--- config.mk ---
export PLATFORM = sky130hd
export DESIGN_NAME = av1_skip_mode_reference_search
export DESIGN_NICKNAME = d
export VERILOG_FILES = /design/src/rtl/core/av1_smrs_pkg.sv /design/src/rtl/core/av1_smrs_useq.sv /design/src/rtl/core/av1_skip_mode_reference_search.sv
export VERILOG_INCLUDE_DIRS = /design/src /design/src/rtl/core
export SDC_FILE = /design/constraint.sdc
export NUM_CORES = 1
export LEC_CHECK = 0
export BUFFER_PORTS_ARGS = -buffer_cell sky130_fd_sc_hd__buf_2
export CAP_MARGIN = 40
export CORE_MARGIN = 2
export CORE_UTILIZATION = 65
export DETAILED_ROUTE_END_ITERATION = 8
export PLACE_DENSITY = 0.88
export SETUP_SLACK_MARGIN = 0.1
export SLEW_MARGIN = 15
export SYNTH_ARGS = -nofsm -noshare
export SYNTH_HDL_FRONTEND = slang
export SYNTH_SLANG_ARGS = --single-unit
export TNS_END_PERCENT = 50
--- constraint.sdc ---
create_clock -name aclk -period 9.08 [get_ports aclk]
set_input_delay 0.454 -clock aclk [delete_from_list [all_inputs] [get_ports aclk]]
set_output_delay 0.454 -clock aclk [all_outputs]
set_load 0.05 [all_outputs]
--- src/rtl/core/av1_skip_mode_reference_search_macros.svh ---
// Assertion helpers for the skip-mode search RTL.
`ifndef AV1_SKIP_MODE_REFERENCE_SEARCH_MACROS_SVH
`define AV1_SKIP_MODE_REFERENCE_SEARCH_MACROS_SVH

// Property checked on every rising clock edge outside reset.
`define SMRS_ASSERT(lbl, prop, msg) \
    lbl: assert property (@(posedge aclk) disable iff (!aresetn) (prop)) else $error(msg);

// Condition in one cycle implies a consequence in the next cycle.
`define SMRS_ASSERT_NEXT(lbl, ante, cons, msg) \
    lbl: assert property (@(posedge aclk) disable iff (!aresetn) (ante) |=> (cons)) \
        else $error(msg);

`endif

--- src/rtl/core/av1_smrs_pkg.sv ---
package av1_smrs_pkg;

    localparam int NUM_SLOTS     = 8;
    localparam int NUM_REFS      = 7;
    localparam int MAX_HINT_BITS = 8;

    localparam int HINT_W     = 8;
    localparam int SLOT_W     = 3;
    localparam int POS_W      = 3;
    localparam int NUM_PICKS  = 7;
    localparam int SLOT_IDX_W = $clog2(NUM_SLOTS);
    localparam int PC_W       = 3;
    localparam int CFG_IDX_W  = 1;
    localparam int CFG_DATA_W = 4;

    typedef enum logic [CFG_IDX_W-1:0] {
        REG_ORDER_HINT_ENABLE = 1'b0,
        REG_HINT_BITS         = 1'b1
    } cfg_reg_t;

    typedef enum logic [2:0] {
        OP_NOP   = 3'd0,
        OP_IDLE  = 3'd1,
        OP_SCAN1 = 3'd2,
        OP_SCAN2 = 3'd3,
        OP_EMIT  = 3'd4
    } op_t;

    typedef enum logic [2:0] {
        C_NEVER    = 3'd0,
        C_ALWAYS   = 3'd1,
        C_NO_START = 3'd2,
        C_OFF      = 3'd3,
        C_MORE     = 3'd4,
        C_NO_SCAN2 = 3'd5,
        C_OUT_BUSY = 3'd6
    } cond_sel_t;

    localparam logic [PC_W-1:0] PC_WAIT   = 3'd0;
    localparam logic [PC_W-1:0] PC_CHECK  = 3'd1;
    localparam logic [PC_W-1:0] PC_SCAN1  = 3'd2;
    localparam logic [PC_W-1:0] PC_DECIDE = 3'd3;
    localparam logic [PC_W-1:0] PC_SCAN2  = 3'd4;
    localparam logic [PC_W-1:0] PC_EMIT   = 3'd5;
    localparam logic [PC_W-1:0] PC_RETURN = 3'd6;

    typedef struct packed {
        op_t             op;
        cond_sel_t       cond;
        logic [PC_W-1:0] target;
    } uword_t;

    typedef struct packed {
        logic start;
        logic off;
        logic more;
        logic no_scan2;
        logic out_busy;
    } useq_flags_t;

    // When the condition holds the sequencer jumps to target, otherwise it steps on.
    function automatic uword_t ucode_rom(input logic [PC_W-1:0] pc);
        uword_t w;
        unique case (pc)
            PC_WAIT:   w = '{op: OP_IDLE,  cond: C_NO_START, target: PC_WAIT};
            PC_CHECK:  w = '{op: OP_NOP,   cond: C_OFF,      target: PC_EMIT};
            PC_SCAN1:  w = '{op: OP_SCAN1, cond: C_MORE,     target: PC_SCAN1};
            PC_DECIDE: w = '{op: OP_NOP,   cond: C_NO_SCAN2, target: PC_EMIT};
            PC_SCAN2:  w = '{op: OP_SCAN2, cond: C_MORE,     target: PC_SCAN2};
            PC_EMIT:   w = '{op: OP_EMIT,  cond: C_OUT_BUSY, target: PC_EMIT};
            PC_RETURN: w = '{op: OP_NOP,   cond: C_ALWAYS,   target: PC_WAIT};
            default:   w = '{op: OP_NOP,   cond: C_ALWAYS,   target: PC_WAIT};
        endcase
        return w;
    endfunction

    // Signed distance a - b wrapped to the given hint width (1 to MAX_HINT_BITS).
    function automatic logic signed [HINT_W:0] rel_dist(input logic [HINT_W-1:0] a,
                                                        input logic [HINT_W-1:0] b,
                                                        input logic [CFG_DATA_W-1:0] bits);
        logic [HINT_W:0]   one;
        logic [HINT_W-1:0] mask;
        logic [HINT_W-1:0] half;
        logic [HINT_W-1:0] d;
        one  = (HINT_W+1)'(1);
        mask = HINT_W'((one << bits) - one);
        half = HINT_W'(one << (bits - CFG_DATA_W'(1)));
        d    = (a - b) & mask;
        if ((d & half) != '0) begin
            return $signed({1'b0, d} - ({1'b0, half} << 1));
        end
        return $signed({1'b0, d});
    endfunction

endpackage

--- src/rtl/core/av1_smrs_useq.sv ---
module av1_smrs_useq
    import av1_smrs_pkg::*;
(
    input  logic        aclk,
    input  logic        aresetn,
    input  useq_flags_t flags,
    output uword_t      ctrl
);

    logic [PC_W-1:0] pc_reg;
    logic [PC_W-1:0] pc_next;
    logic            jump;

    assign ctrl = ucode_rom(pc_reg);

    always_comb begin
        unique case (ctrl.cond)
            C_NEVER:    jump = 1'b0;
            C_ALWAYS:   jump = 1'b1;
            C_NO_START: jump = !flags.start;
            C_OFF:      jump = flags.off;
            C_MORE:     jump = flags.more;
            C_NO_SCAN2: jump = flags.no_scan2;
            C_OUT_BUSY: jump = flags.out_busy;
            default:    jump = 1'b1;
        endcase
        pc_next = jump ? ctrl.target : pc_reg + PC_W'(1);
    end

    always_ff @(posedge aclk) begin
        if (!aresetn) begin
            pc_reg <= PC_WAIT;
        end else begin
            pc_reg <= pc_next;
        end
    end

endmodule

--- src/rtl/core/av1_skip_mode_reference_search.sv ---
// Channel   Direction  Handshake          Beat
// s_        in         s_valid/s_ready    load of one slot hint, or one frame to evaluate
// m_        out        m_valid/m_ready    skip-mode result of one evaluated frame
// cfg_      in         cfg_wr_en          order_hint_enable or hint_bits
//
// A load beat is taken while idle and gives no result.
// An evaluate beat runs a first pass over the reference positions, then a second pass
// unless a backward reference is found or no forward one, and skips both when the search
// is off; each pass scans one position per cycle, and no new beat is taken until it ends.
// Reset clears the slot hints, sets order_hint_enable and sets hint_bits to MAX_HINT_BITS.
// A result that waits on m_ready holds the block at the emit step of the next evaluation until it is taken.
`include "av1_skip_mode_reference_search_macros.svh"

module av1_skip_mode_reference_search
    import av1_smrs_pkg::*;
(
    input  logic                  aclk,
    input  logic                  aresetn,
    input  logic                  cfg_wr_en,
    input  logic [CFG_IDX_W-1:0]  cfg_index,
    input  logic [CFG_DATA_W-1:0] cfg_data,
    input  logic                  s_valid,
    output logic                  s_ready,
    input  logic                  s_action,
    input  logic [SLOT_W-1:0]     s_slot,
    input  logic [HINT_W-1:0]     s_slot_hint,
    input  logic [HINT_W-1:0]     s_current_hint,
    input  logic                  s_intra_frame,
    input  logic                  s_compound_select,
    input  logic [SLOT_W-1:0]     s_ref_pick_0,
    input  logic [SLOT_W-1:0]     s_ref_pick_1,
    input  logic [SLOT_W-1:0]     s_ref_pick_2,
    input  logic [SLOT_W-1:0]     s_ref_pick_3,
    input  logic [SLOT_W-1:0]     s_ref_pick_4,
    input  logic [2*SLOT_W-1:0]   s_ref_pick_5_6,
    output logic                  m_valid,
    input  logic                  m_ready,
    output logic                  m_skip_allowed,
    output logic                  m_forward_found,
    output logic [POS_W-1:0]      m_forward_pos,
    output logic                  m_backward_found,
    output logic [POS_W-1:0]      m_backward_pos,
    output logic                  m_second_found,
    output logic [POS_W-1:0]      m_second_pos
);

    logic                  order_hint_enable_reg;
    logic [CFG_DATA_W-1:0] hint_bits_reg;

    logic [HINT_W-1:0] hint_reg [NUM_SLOTS];
    logic [SLOT_W-1:0] pick_reg [NUM_PICKS];
    logic [HINT_W-1:0] cur_reg;
    logic              off_reg;
    logic [POS_W-1:0]  idx_reg;
    logic [POS_W-1:0]  idx_next;

    logic              fwd_found_reg, fwd_found_next;
    logic              bwd_found_reg, bwd_found_next;
    logic              sec_found_reg, sec_found_next;
    logic [POS_W-1:0]  fwd_pos_reg, bwd_pos_reg, sec_pos_reg;
    logic [HINT_W-1:0] fwd_h_reg, bwd_h_reg, sec_h_reg;

    logic              m_valid_reg, m_valid_next;
    logic              m_skip_allowed_reg;
    logic              m_forward_found_reg, m_backward_found_reg, m_second_found_reg;
    logic [POS_W-1:0]  m_forward_pos_reg, m_backward_pos_reg, m_second_pos_reg;

    useq_flags_t flags;
    uword_t      ctrl;

    logic                     accept;
    logic                     start;
    logic                     load;
    logic                     scanning;
    logic                     out_busy;
    logic                     emit_fire;
    logic [CFG_DATA_W-1:0]    eff_bits;
    logic [SLOT_W-1:0]        pick;
    logic [HINT_W-1:0]        scan_hint;
    logic [HINT_W-1:0]        alt_h;
    logic signed [HINT_W:0]   d_cur, d_fwd, d_alt;
    logic                     upd_fwd, upd_bwd, upd_sec;

    av1_smrs_useq u_useq (
        .aclk    (aclk),
        .aresetn (aresetn),
        .flags   (flags),
        .ctrl    (ctrl)
    );

    assign s_ready   = (ctrl.op == OP_IDLE);
    assign accept    = s_valid && s_ready;
    assign start     = accept && s_action;
    assign load      = accept && !s_action;
    assign scanning  = (ctrl.op == OP_SCAN1) || (ctrl.op == OP_SCAN2);
    assign out_busy  = m_valid_reg && !m_ready;
    assign emit_fire = (ctrl.op == OP_EMIT) && !out_busy;

    assign flags.start    = start;
    assign flags.off      = off_reg;
    assign flags.more     = (idx_reg != POS_W'(NUM_REFS - 1));
    assign flags.no_scan2 = bwd_found_reg || !fwd_found_reg;
    assign flags.out_busy = out_busy;

    always_comb begin
        if (hint_bits_reg == '0) begin
            eff_bits = CFG_DATA_W'(1);
        end else if (hint_bits_reg > CFG_DATA_W'(MAX_HINT_BITS)) begin
            eff_bits = CFG_DATA_W'(MAX_HINT_BITS);
        end else begin
            eff_bits = hint_bits_reg;
        end

        pick = pick_reg[idx_reg];
        if ({1'b0, pick} < (SLOT_W+1)'(NUM_SLOTS)) begin
            scan_hint = hint_reg[pick[SLOT_IDX_W-1:0]];
        end else begin
            scan_hint = '0;
        end

        alt_h = (ctrl.op == OP_SCAN1) ? bwd_h_reg : sec_h_reg;
        d_cur = rel_dist(scan_hint, cur_reg, eff_bits);
        d_fwd = rel_dist(scan_hint, fwd_h_reg, eff_bits);
        d_alt = rel_dist(scan_hint, alt_h, eff_bits);

        upd_fwd = (ctrl.op == OP_SCAN1) && d_cur[HINT_W]
                  && (!fwd_found_reg || (!d_fwd[HINT_W] && d_fwd != '0));
        upd_bwd = (ctrl.op == OP_SCAN1) && !d_cur[HINT_W] && (d_cur != '0)
                  && (!bwd_found_reg || d_alt[HINT_W]);
        upd_sec = (ctrl.op == OP_SCAN2) && d_fwd[HINT_W]
                  && (!sec_found_reg || (!d_alt[HINT_W] && d_alt != '0));

        idx_next       = (scanning && flags.more) ? idx_reg + POS_W'(1) : '0;
        fwd_found_next = start ? 1'b0 : (fwd_found_reg || upd_fwd);
        bwd_found_next = start ? 1'b0 : (bwd_found_reg || upd_bwd);
        sec_found_next = start ? 1'b0 : (sec_found_reg || upd_sec);

        if (emit_fire) begin
            m_valid_next = 1'b1;
        end else if (m_ready) begin
            m_valid_next = 1'b0;
        end else begin
            m_valid_next = m_valid_reg;
        end
    end

    always_ff @(posedge aclk) begin
        if (!aresetn) begin
            order_hint_enable_reg <= 1'b1;
            hint_bits_reg         <= CFG_DATA_W'(MAX_HINT_BITS);
            for (int i = 0; i < NUM_SLOTS; i++) begin
                hint_reg[i] <= '0;
            end
            idx_reg       <= '0;
            off_reg       <= 1'b0;
            fwd_found_reg <= 1'b0;
            bwd_found_reg <= 1'b0;
            sec_found_reg <= 1'b0;
            m_valid_reg   <= 1'b0;
        end else begin
            if (cfg_wr_en) begin
                unique case (cfg_reg_t'(cfg_index))
                    REG_ORDER_HINT_ENABLE: order_hint_enable_reg <= cfg_data[0];
                    REG_HINT_BITS:         hint_bits_reg         <= cfg_data;
                    default:               hint_bits_reg         <= hint_bits_reg;
                endcase
            end
            if (load && ({1'b0, s_slot} < (SLOT_W+1)'(NUM_SLOTS))) begin
                hint_reg[s_slot[SLOT_IDX_W-1:0]] <= s_slot_hint;
            end
            if (start) begin
                off_reg <= s_intra_frame || !s_compound_select || !order_hint_enable_reg;
            end
            idx_reg       <= idx_next;
            fwd_found_reg <= fwd_found_next;
            bwd_found_reg <= bwd_found_next;
            sec_found_reg <= sec_found_next;
            m_valid_reg   <= m_valid_next;
        end
    end

    always_ff @(posedge aclk) begin
        if (start) begin
            cur_reg     <= s_current_hint;
            pick_reg[0] <= s_ref_pick_0;
            pick_reg[1] <= s_ref_pick_1;
            pick_reg[2] <= s_ref_pick_2;
            pick_reg[3] <= s_ref_pick_3;
            pick_reg[4] <= s_ref_pick_4;
            pick_reg[5] <= s_ref_pick_5_6[SLOT_W-1:0];
            pick_reg[6] <= s_ref_pick_5_6[2*SLOT_W-1:SLOT_W];
        end
        if (upd_fwd) begin
            fwd_pos_reg <= idx_reg;
            fwd_h_reg   <= scan_hint;
        end
        if (upd_bwd) begin
            bwd_pos_reg <= idx_reg;
            bwd_h_reg   <= scan_hint;
        end
        if (upd_sec) begin
            sec_pos_reg <= idx_reg;
            sec_h_reg   <= scan_hint;
        end
        if (emit_fire) begin
            m_skip_allowed_reg   <= fwd_found_reg && (bwd_found_reg || sec_found_reg);
            m_forward_found_reg  <= fwd_found_reg;
            m_forward_pos_reg    <= fwd_found_reg ? fwd_pos_reg : '0;
            m_backward_found_reg <= bwd_found_reg;
            m_backward_pos_reg   <= bwd_found_reg ? bwd_pos_reg : '0;
            m_second_found_reg   <= sec_found_reg;
            m_second_pos_reg     <= sec_found_reg ? sec_pos_reg : '0;
        end
    end

    assign m_valid          = m_valid_reg;
    assign m_skip_allowed   = m_skip_allowed_reg;
    assign m_forward_found  = m_forward_found_reg;
    assign m_forward_pos    = m_forward_pos_reg;
    assign m_backward_found = m_backward_found_reg;
    assign m_backward_pos   = m_backward_pos_reg;
    assign m_second_found   = m_second_found_reg;
    assign m_second_pos     = m_second_pos_reg;

    `SMRS_ASSERT(a_skip_fwd, m_valid && m_skip_allowed |-> m_forward_found, "no forward ref")
    `SMRS_ASSERT(a_no_sec_bwd, m_valid |-> !(m_backward_found && m_second_found), "sec with bwd")
    `SMRS_ASSERT_NEXT(a_eval_busy, s_valid && s_ready && s_action, !s_ready, "no search started")

endmodule
==> metrics.txt, run 1 <==
# TYPE chip_impl_metric gauge
chip_impl_info{name="outcome",value="completed"} 1
chip_impl_metric{name="port_buffers",unit=""} 67
chip_impl_metric{name="synth_enable_flop_cells",unit=""} 139
chip_impl_metric{name="globalRouteTotalUtil",unit=""} 0.2947
chip_impl_metric{name="num-nets-final",unit=""} 1025
chip_impl_metric{name="share_of_yosys_cell_area_claimed_by_the_top_area_cell_type",unit=""} 0.4733
chip_impl_info{name="dominantRegCellSynth",value="sky130_fd_sc_hd__edfxtp_1"} 1
chip_impl_metric{name="clkLatencyLatePin",unit="ns"} 0.43
chip_impl_metric{name="yosys_register_bits",unit=""} 155
chip_impl_metric{name="grt_start_max_net_pins",unit=""} 29
chip_impl_metric{name="reg2reg_depth",unit=""} 24
chip_impl_metric{name="start_util",unit=""} 0.6660
chip_impl_metric{name="data_arrival_time_at_the_worst_slack_endpoint",unit="ns"} 7.20
chip_impl_info{name="cts_root_cell",value="sky130_fd_sc_hd__clkbuf_16"} 1
chip_impl_metric{name="syn-num-nets",unit=""} 945
chip_impl_metric{name="slew_at_the_pin_closest_to_its_max_slew_limit",unit="ns"} 0.9060
chip_impl_metric{name="use_met1",unit=""} 0.3491
chip_impl_info{name="crit_path_end_kind",value="flip-flop"} 1
chip_impl_info{name="tritoncts_clock_tree",value="done"} 1
chip_impl_metric{name="period_utilization_post_route",unit=""} 0.7800
chip_impl_metric{name="floorplan.core_area",unit="um2"} 13240
chip_impl_metric{name="final-hold-violation-count",unit=""} 0
chip_impl_metric{name="slowest_delay",unit="ns"} 0.75
chip_impl_info{name="cp_max_delay_cell",value="sky130_fd_sc_hd__dfxtp_1"} 1
chip_impl_metric{name="layout_overhead_on_the_synthesized_area",unit="%"} 13.86
chip_impl_metric{name="floorplan.die_area",unit="um2"} 14520
chip_impl_metric{name="route.detailed.drc",unit=""} 0
chip_impl_metric{name="placement.cell_area",unit="um2"} 9418
chip_impl_metric{name="path_clk_slew",unit="ns"} 0.06
chip_impl_info{name="min-delay-start",value="s_current_hint[6]"} 1
chip_impl_metric{name="postSynth.asyncResetShare",unit=""} 0
chip_impl_metric{name="postLayoutCellArea",unit="um2"} 10040
chip_impl_metric{name="syn-cell-area",unit="um2"} 8820
chip_impl_info{name="grt.busiest_layer",value="met2"} 1
chip_impl_metric{name="hpwlAfterDp",unit="um"} 15200
chip_impl_metric{name="htree_num_levels",unit=""} 4
chip_impl_metric{name="finalWirelength",unit="um"} 20780
chip_impl_metric{name="dieHeight",unit="um"} 120.5
chip_impl_info{name="crit-reg2reg-capture",value="fwd_h_reg[6]"} 1
chip_impl_info{name="post_synth_most_frequent_cells",value="sky130_fd_sc_hd__edfxtp_1, sky130_fd_sc_hd__nand2_1, sky130_fd_sc_hd__and2_1"} 1
chip_impl_metric{name="route.vias.total",unit=""} 6637
chip_impl_metric{name="power_density",unit="nW/um2"} 287.0
chip_impl_metric{name="drtIter0Drc",unit=""} 557
chip_impl_metric{name="timing.setup.tns",unit="ns"} 0
chip_impl_metric{name="antenna_left",unit=""} 0
chip_impl_metric{name="period_minus_slack",unit="ns"} 7.082
chip_impl_metric{name="wl_per_cell",unit="um"} 18.82
chip_impl_metric{name="finalSetupViolCount",unit=""} 0
chip_impl_metric{name="skew",unit="ns"} 0.009359
chip_impl_metric{name="finalWorstSetupSlack",unit="ns"} 1.998
chip_impl_info{name="post-synth-top-area-cell",value="sky130_fd_sc_hd__edfxtp_1"} 1
chip_impl_metric{name="cp_data_required_time",unit="ns"} 9.20
chip_impl_metric{name="power.static_leakage",unit="uW"} 0.004075
chip_impl_metric{name="grt_antenna_before_repair",unit=""} 0
chip_impl_metric{name="hold_ws",unit="ns"} 0.2011
chip_impl_metric{name="worstPathBufferInverterCount",unit=""} 3
chip_impl_metric{name="syn_inst",unit=""} 835
chip_impl_metric{name="p_total",unit="uW"} 2882
chip_impl_metric{name="maxClockFrequency",unit="MHz"} 141.2
chip_impl_info{name="setup.worst_path.class",value="flip-flop to flip-flop"} 1
chip_impl_info{name="rsz0062_at_grt",value="no"} 1
chip_impl_info{name="critical_path.reg2reg.startpoint",value="idx_reg[2]"} 1
chip_impl_info{name="timing.critical_path.from_type",value="flip-flop"} 1
chip_impl_metric{name="overflow",unit=""} 0
chip_impl_metric{name="largest_register_ff_count",unit=""} 64
chip_impl_metric{name="finalWeightedCongestion",unit=""} 0.9446
chip_impl_info{name="critPathTopFamily",value="compound AO/OA/AOI/OAI gates"} 1
chip_impl_metric{name="grt_pass1_vias",unit=""} 6360
chip_impl_metric{name="met2_usage",unit=""} 0.5226
chip_impl_metric{name="hold_buffers",unit=""} 0
chip_impl_metric{name="inserted_clock_buffers",unit=""} 17
chip_impl_metric{name="synth_seq_area_share",unit=""} 0.5096
chip_impl_metric{name="synth.distinct_cells",unit=""} 68
chip_impl_metric{name="reg2reg_setup_slack",unit="ns"} 2.00
chip_impl_metric{name="total_number_of_placement_rows",unit=""} 42
chip_impl_metric{name="synth_warnings",unit=""} 0
chip_impl_info{name="hold_path.class",value="input pin to flip-flop"} 1
chip_impl_info{name="synth_most_common_cell",value="sky130_fd_sc_hd__edfxtp_1"} 1
chip_impl_info{name="synth.top_cells.by_area",value="sky130_fd_sc_hd__edfxtp_1, sky130_fd_sc_hd__ha_1, sky130_fd_sc_hd__and2_1"} 1
chip_impl_metric{name="slew_margin_rel",unit=""} 0.3947
chip_impl_metric{name="path_max_fanout",unit=""} 18
chip_impl_metric{name="irDropWorstVdd",unit="uV"} 223.0
chip_impl_metric{name="grt_first_pass_wirelength",unit="um"} 32100
chip_impl_metric{name="cts.repair_timing.setup_buffer_count",unit=""} 0
chip_impl_info{name="hold-path-endpoint",value="cur_reg[6]"} 1
chip_impl_metric{name="floorplan.die.width",unit="um"} 120.5
chip_impl_metric{name="grt_use_met3",unit=""} 0.06274
chip_impl_metric{name="drv_slew",unit=""} 0
chip_impl_metric{name="insertedDiodeCount",unit=""} 0
chip_impl_metric{name="hold_depth",unit=""} 1
chip_impl_metric{name="post_cts_resize_count",unit=""} 0
chip_impl_metric{name="post-place-ws",unit="ns"} 2.377
chip_impl_metric{name="cts_sinks",unit=""} 155
chip_impl_metric{name="layout-drive-gt1-share",unit=""} 0.1433
chip_impl_metric{name="max-cap-violations",unit=""} 0
chip_impl_info{name="worstPathCellList",value="mux2i_1 -> a22oi_1 -> nand2_1 -> buf_8 -> nand2_1 -> nand2_1 -> o21ai_0 -> mux2_2 -> inv_1 -> fa_1 -> a211oi_1 -> nor2_1 -> nor3_1 -> ha_1 -> o21ai_0 -> a21oi_1 -> o21ai_0 -> nand2b_1 -> a21o_1 -> a21o_1 -> a21o_1 -> a311o_1 -> a31oi_1 -> buf_2"} 1
chip_impl_metric{name="avgSynthCellArea",unit="um2"} 10.56
chip_impl_metric{name="detailedRoute.firstPassIterationCount",unit=""} 5
chip_impl_metric{name="io_pins",unit=""} 68
chip_impl_metric{name="ctsLongestPathBuffers",unit=""} 2
chip_impl_metric{name="post_drt_via_cell_ratio",unit=""} 6.012
chip_impl_metric{name="fillCellCount",unit=""} 870
cells in the final DEF (no fill, tap or decap), types with 5 or more instances in the layout:
master / netlist / routed
sky130_fd_sc_hd__nor2_1: 43 / 43
sky130_fd_sc_hd__nor3_1: 30 / 30
sky130_fd_sc_hd__nand2b_1: 19 / 19
sky130_fd_sc_hd__buf_2: 2 / 72
sky130_fd_sc_hd__nand3_1: 31 / 31
sky130_fd_sc_hd__edfxtp_1: 139 / 139
sky130_fd_sc_hd__a21o_1: 5 / 5
sky130_fd_sc_hd__o211ai_1: 10 / 10
sky130_fd_sc_hd__inv_1: 47 / 47
sky130_fd_sc_hd__a211oi_1: 9 / 9
sky130_fd_sc_hd__o21ai_0: 43 / 43
sky130_fd_sc_hd__nor3b_1: 5 / 5
sky130_fd_sc_hd__xnor2_1: 14 / 14
sky130_fd_sc_hd__or3_1: 5 / 5
sky130_fd_sc_hd__a31oi_1: 5 / 5
sky130_fd_sc_hd__nand2_1: 106 / 106
sky130_fd_sc_hd__clkbuf_16: 0 / 20
sky130_fd_sc_hd__buf_4: 0 / 9
sky130_fd_sc_hd__and2_1: 78 / 78
sky130_fd_sc_hd__o21a_1: 13 / 13
sky130_fd_sc_hd__mux2i_1: 14 / 14
sky130_fd_sc_hd__xor2_1: 9 / 9
sky130_fd_sc_hd__mux2_2: 5 / 5
sky130_fd_sc_hd__a21oi_1: 25 / 25
sky130_fd_sc_hd__dfxtp_1: 16 / 16
sky130_fd_sc_hd__ha_1: 51 / 51
sky130_fd_sc_hd__nor2b_1: 18 / 18
sky130_fd_sc_hd__fa_1: 6 / 6
area by class of cell:
cell class | instances | area, um2 | share of cell area
flip-flops and latches | 155 | 4494 | 0.4475
clock buffers | 25 | 549.3 | 0.05470
well taps | 176 | 220.2 | 0.02193
clock inverters | 7 | 75.07 | 0.007476
repair buffers | 83 | 470.5 | 0.04685
inverters | 47 | 176.4 | 0.01757
multi-input cells | 611 | 4056 | 0.4039
worst register-to-register path: cells and delay by family, from the launching register on:
family,cells,cell delay [ns]
compound gates,11,2.82
fa+ha+maj,2,0.81
buf+inv,3,0.81
flops,1,0.75
mux,2,0.49
simple gates,6,1.09
worst max path at each step:
| stage | from | cells after the start | endpoint |
|---|---|---|---|
| floorplan | idx_reg[1] | 25 | fwd_h_reg[0] |
| global placement | idx_reg[2] | 23 | fwd_h_reg[5] |
| detailed placement | idx_reg[2] | 25 | fwd_h_reg[4] |
| CTS | idx_reg[2] | 24 | fwd_h_reg[6] |
| global route | idx_reg[2] | 24 | fwd_h_reg[6] |
| finish | idx_reg[2] | 24 | fwd_h_reg[6] |
metal layers:
metal / up-vias / share of wire
met5: - / 0
met4: 0 / 0.030
met1: 3132 / 0.40
met2: 284 / 0.51
met3: 53 / 0.062
li1: 3168 / -
through the flow:
step / utilization / cells
2_1_floorplan: - / 835
3_3_place_gp: 0.7044 / 1062
3_5_place_dp: 0.7112 / 1072
4_1_cts: 0.7583 / 1104
5_1_grt: 0.7583 / 1104
6_report: 0.7583 / 1104
where the power goes:
| group | internal [uW] | switching, uW |
|---|---|---|
| clock network | 449 | 279 |
| registers | 859 | 36.2 |
| logic | 506 | 753 |
| total | 1810 | 1070 |
kinds of logic after synthesis:
logic type      share of synthesized area
buf+inv                           0.03050
simple gates                       0.2041
xor+xnor                          0.02284
other cells                     0.0004252
fa+ha+maj                         0.08597
mux                               0.03163
compound gates                     0.1149
flops                              0.5096
Note: power is estimated with default switching activity, not from simulation.
==> inputs of run 2 (changes only) <==
Settings changed: CORE_UTILIZATION 65 to 55, PLACE_DENSITY 0.88 to 0.8.
Clock period 9.08 ns to 5.86 ns, I/O delays scaled along.
==> metrics.txt, run 2 (synthesized netlist as in run 1, its figures left out) <==
# TYPE chip_impl_metric gauge
chip_impl_metric{name="insertedDiodeCount",unit=""} 0
chip_impl_metric{name="cts_sinks",unit=""} 155
chip_impl_info{name="tritoncts_clock_tree",value="done"} 1
chip_impl_metric{name="slew_at_the_pin_closest_to_its_max_slew_limit",unit="ns"} 0.7991
chip_impl_metric{name="path_clk_slew",unit="ns"} 0.07
chip_impl_metric{name="num-nets-final",unit=""} 1059
chip_impl_metric{name="overflow",unit=""} 0
chip_impl_metric{name="wl_per_cell",unit="um"} 17.94
chip_impl_metric{name="total_number_of_placement_rows",unit=""} 46
chip_impl_info{name="setup.worst_path.class",value="flip-flop to flip-flop"} 1
chip_impl_metric{name="clkLatencyLatePin",unit="ns"} 0.44
chip_impl_metric{name="drtIter0Drc",unit=""} 407
chip_impl_metric{name="io_pins",unit=""} 68
chip_impl_metric{name="finalSetupViolCount",unit=""} 0
chip_impl_info{name="rsz0062_at_grt",value="no"} 1
chip_impl_metric{name="power.static_leakage",unit="uW"} 0.004343
chip_impl_metric{name="antenna_left",unit=""} 0
chip_impl_metric{name="start_util",unit=""} 0.5593
chip_impl_metric{name="route.vias.total",unit=""} 6702
chip_impl_metric{name="placement.cell_area",unit="um2"} 9583
chip_impl_metric{name="max-cap-violations",unit=""} 0
chip_impl_metric{name="grt_antenna_before_repair",unit=""} 0
chip_impl_metric{name="layout_overhead_on_the_synthesized_area",unit="%"} 21.56
chip_impl_metric{name="postLayoutCellArea",unit="um2"} 10720
chip_impl_metric{name="period_minus_slack",unit="ns"} 5.571
chip_impl_metric{name="hold_buffers",unit=""} 0
chip_impl_metric{name="fillCellCount",unit=""} 1135
chip_impl_metric{name="grt_first_pass_wirelength",unit="um"} 31700
chip_impl_metric{name="finalWirelength",unit="um"} 21130
chip_impl_metric{name="floorplan.die.width",unit="um"} 130.6
chip_impl_metric{name="drv_slew",unit=""} 0
chip_impl_metric{name="dieHeight",unit="um"} 130.6
chip_impl_metric{name="floorplan.core_area",unit="um2"} 15770
chip_impl_metric{name="period_utilization_post_route",unit=""} 0.9506
chip_impl_metric{name="grt_start_max_net_pins",unit=""} 30
chip_impl_metric{name="finalWeightedCongestion",unit=""} 0.9644
chip_impl_info{name="layout.cells.most_common_list",value="sky130_fd_sc_hd__edfxtp_1, sky130_fd_sc_hd__nand2_1, sky130_fd_sc_hd__and2_1"} 1
chip_impl_metric{name="route.detailed.drc",unit=""} 0
chip_impl_metric{name="ctsLongestPathBuffers",unit=""} 2
chip_impl_metric{name="slew_margin_rel",unit=""} 0.4661
chip_impl_metric{name="grt_pass1_vias",unit=""} 6220
chip_impl_metric{name="port_buffers",unit=""} 67
chip_impl_metric{name="path_max_fanout",unit=""} 8
chip_impl_metric{name="globalRouteTotalUtil",unit=""} 0.2480
chip_impl_metric{name="irDropWorstVdd",unit="uV"} 260.4
chip_impl_info{name="outcome",value="completed"} 1
chip_impl_metric{name="hold_depth",unit=""} 1
chip_impl_metric{name="data_arrival_time_at_the_worst_slack_endpoint",unit="ns"} 5.72
chip_impl_metric{name="p_total",unit="uW"} 4803
chip_impl_metric{name="hpwlAfterDp",unit="um"} 14810
chip_impl_metric{name="final-hold-violation-count",unit=""} 0
chip_impl_metric{name="detailedRoute.firstPassIterationCount",unit=""} 5
chip_impl_metric{name="post_drt_via_cell_ratio",unit=""} 5.689
chip_impl_info{name="cts_root_cell",value="sky130_fd_sc_hd__clkbuf_16"} 1
chip_impl_metric{name="cp_data_required_time",unit="ns"} 6.01
chip_impl_metric{name="power_density",unit="nW/um2"} 448.0
chip_impl_info{name="layout.cells.most_common",value="sky130_fd_sc_hd__edfxtp_1"} 1
chip_impl_metric{name="numPlacedInstances",unit=""} 1118
chip_impl_metric{name="layout-drive-gt1-share",unit=""} 0.2089
chip_impl_metric{name="skew",unit="ns"} 0.01822
chip_impl_info{name="timing.critical_path.from_type",value="flip-flop"} 1
chip_impl_metric{name="floorplan.die_area",unit="um2"} 17060
chip_impl_metric{name="reg2reg_depth",unit=""} 26
chip_impl_metric{name="inserted_clock_buffers",unit=""} 17
chip_impl_info{name="hold_path.class",value="input pin to flip-flop"} 1
chip_impl_info{name="crit_path_end_kind",value="flip-flop"} 1
chip_impl_metric{name="maxClockFrequency",unit="MHz"} 179.5
chip_impl_metric{name="htree_num_levels",unit=""} 4
chip_impl_metric{name="layoutNonFillerInstCount",unit=""} 1178
chip_impl_metric{name="largest_register_ff_count",unit=""} 64
## run 2: per-layer routing
metal	vias to the layer above	track usage	share of wire
met3	73	0.05497	0.062
met4	0	0.1233	0.046
met1	3130	0.3111	0.40
met5	-	0	0
met2	260	0.4084	0.49
li1	3239	-	-
## run 2: report_power, final
part	total, uW	switching [uW]	internal, uW	leakage [uW]
Sequential	1390	55.5	1330	0.00148
Combinational	2270	1270	1000	0.00256
Clock	1150	492	654	0.000305
## run 2: path summary, 6_finish.rpt
kind	start	slack [ns]	end
max	idx_reg[2]	0.29	bwd_h_reg[1]
min	s_ref_pick_2[1]	0.03	pick_reg[2][1]
min reg2reg	order_hint_enable_reg	0.48	order_hint_enable_reg
max reg2reg	idx_reg[2]	0.29	bwd_h_reg[1]
## run 2: layout make-up
| type | count | area [um2] | area share |
|---|---|---|---|
| clock buffer | 17 | 425.4 | 0.03968 |
| clock inverter | 15 | 191.4 | 0.01786 |
| inverter | 47 | 176.4 | 0.01645 |
| multi-input combinational | 611 | 4288 | 0.3999 |
| sequential | 155 | 4502 | 0.4199 |
| tap | 216 | 270.3 | 0.02521 |
| timing repair buffer | 117 | 868.3 | 0.08099 |
## run 2: per-stage QoR
step / hold WS, ns / setup WS [ns] / setup TNS, ns / utilization
after global placement: 0.4584 / 0.03531 / 0 / 0.6053
after detailed placement: 0.4680 / -0.04761 / -0.9428 / 0.6077
after global routing: 0.01691 / 0.04221 / 0 / 0.6799
after CTS: 0.01878 / 0.1416 / 0 / 0.6498
final: 0.03032 / 0.2895 / 0 / 0.6799
after floorplan: 0.3919 / 0.1431 / 0 / -
## run 2: timing repair
action                                  4_1_cts  5_1_grt
pin swaps                                     1       16
setup buffers                                 1       22
endpoints found under the setup margin       33       35
resized for setup                             9       55
cloned                                        0        5
## run 2: critical path, stage by stage (launching register included)
cell and delay [ns]:
sky130_fd_sc_hd__dfxtp_4 0.37, sky130_fd_sc_hd__buf_8 0.14, sky130_fd_sc_hd__mux2i_4 0.19, sky130_fd_sc_hd__a22o_4 0.28
sky130_fd_sc_hd__nor2_4 0.22, sky130_fd_sc_hd__buf_12 0.16, sky130_fd_sc_hd__nand2_1 0.05, sky130_fd_sc_hd__nand3_1 0.07
sky130_fd_sc_hd__o21ai_1 0.09, sky130_fd_sc_hd__mux2_4 0.31, sky130_fd_sc_hd__inv_2 0.08, sky130_fd_sc_hd__buf_6 0.13
sky130_fd_sc_hd__ha_1 0.22, sky130_fd_sc_hd__nor2b_1 0.14, sky130_fd_sc_hd__o31a_1 0.35, sky130_fd_sc_hd__a211oi_2 0.27
sky130_fd_sc_hd__ha_1 0.31, sky130_fd_sc_hd__nor2b_1 0.14, sky130_fd_sc_hd__o21a_1 0.18, sky130_fd_sc_hd__o21a_1 0.18
sky130_fd_sc_hd__o21a_1 0.17, sky130_fd_sc_hd__nor2_2 0.11, sky130_fd_sc_hd__xnor2_1 0.12, sky130_fd_sc_hd__a2111oi_1 0.07
sky130_fd_sc_hd__mux2_4 0.31, sky130_fd_sc_hd__a221oi_4 0.40, sky130_fd_sc_hd__clkbuf_16 0.23
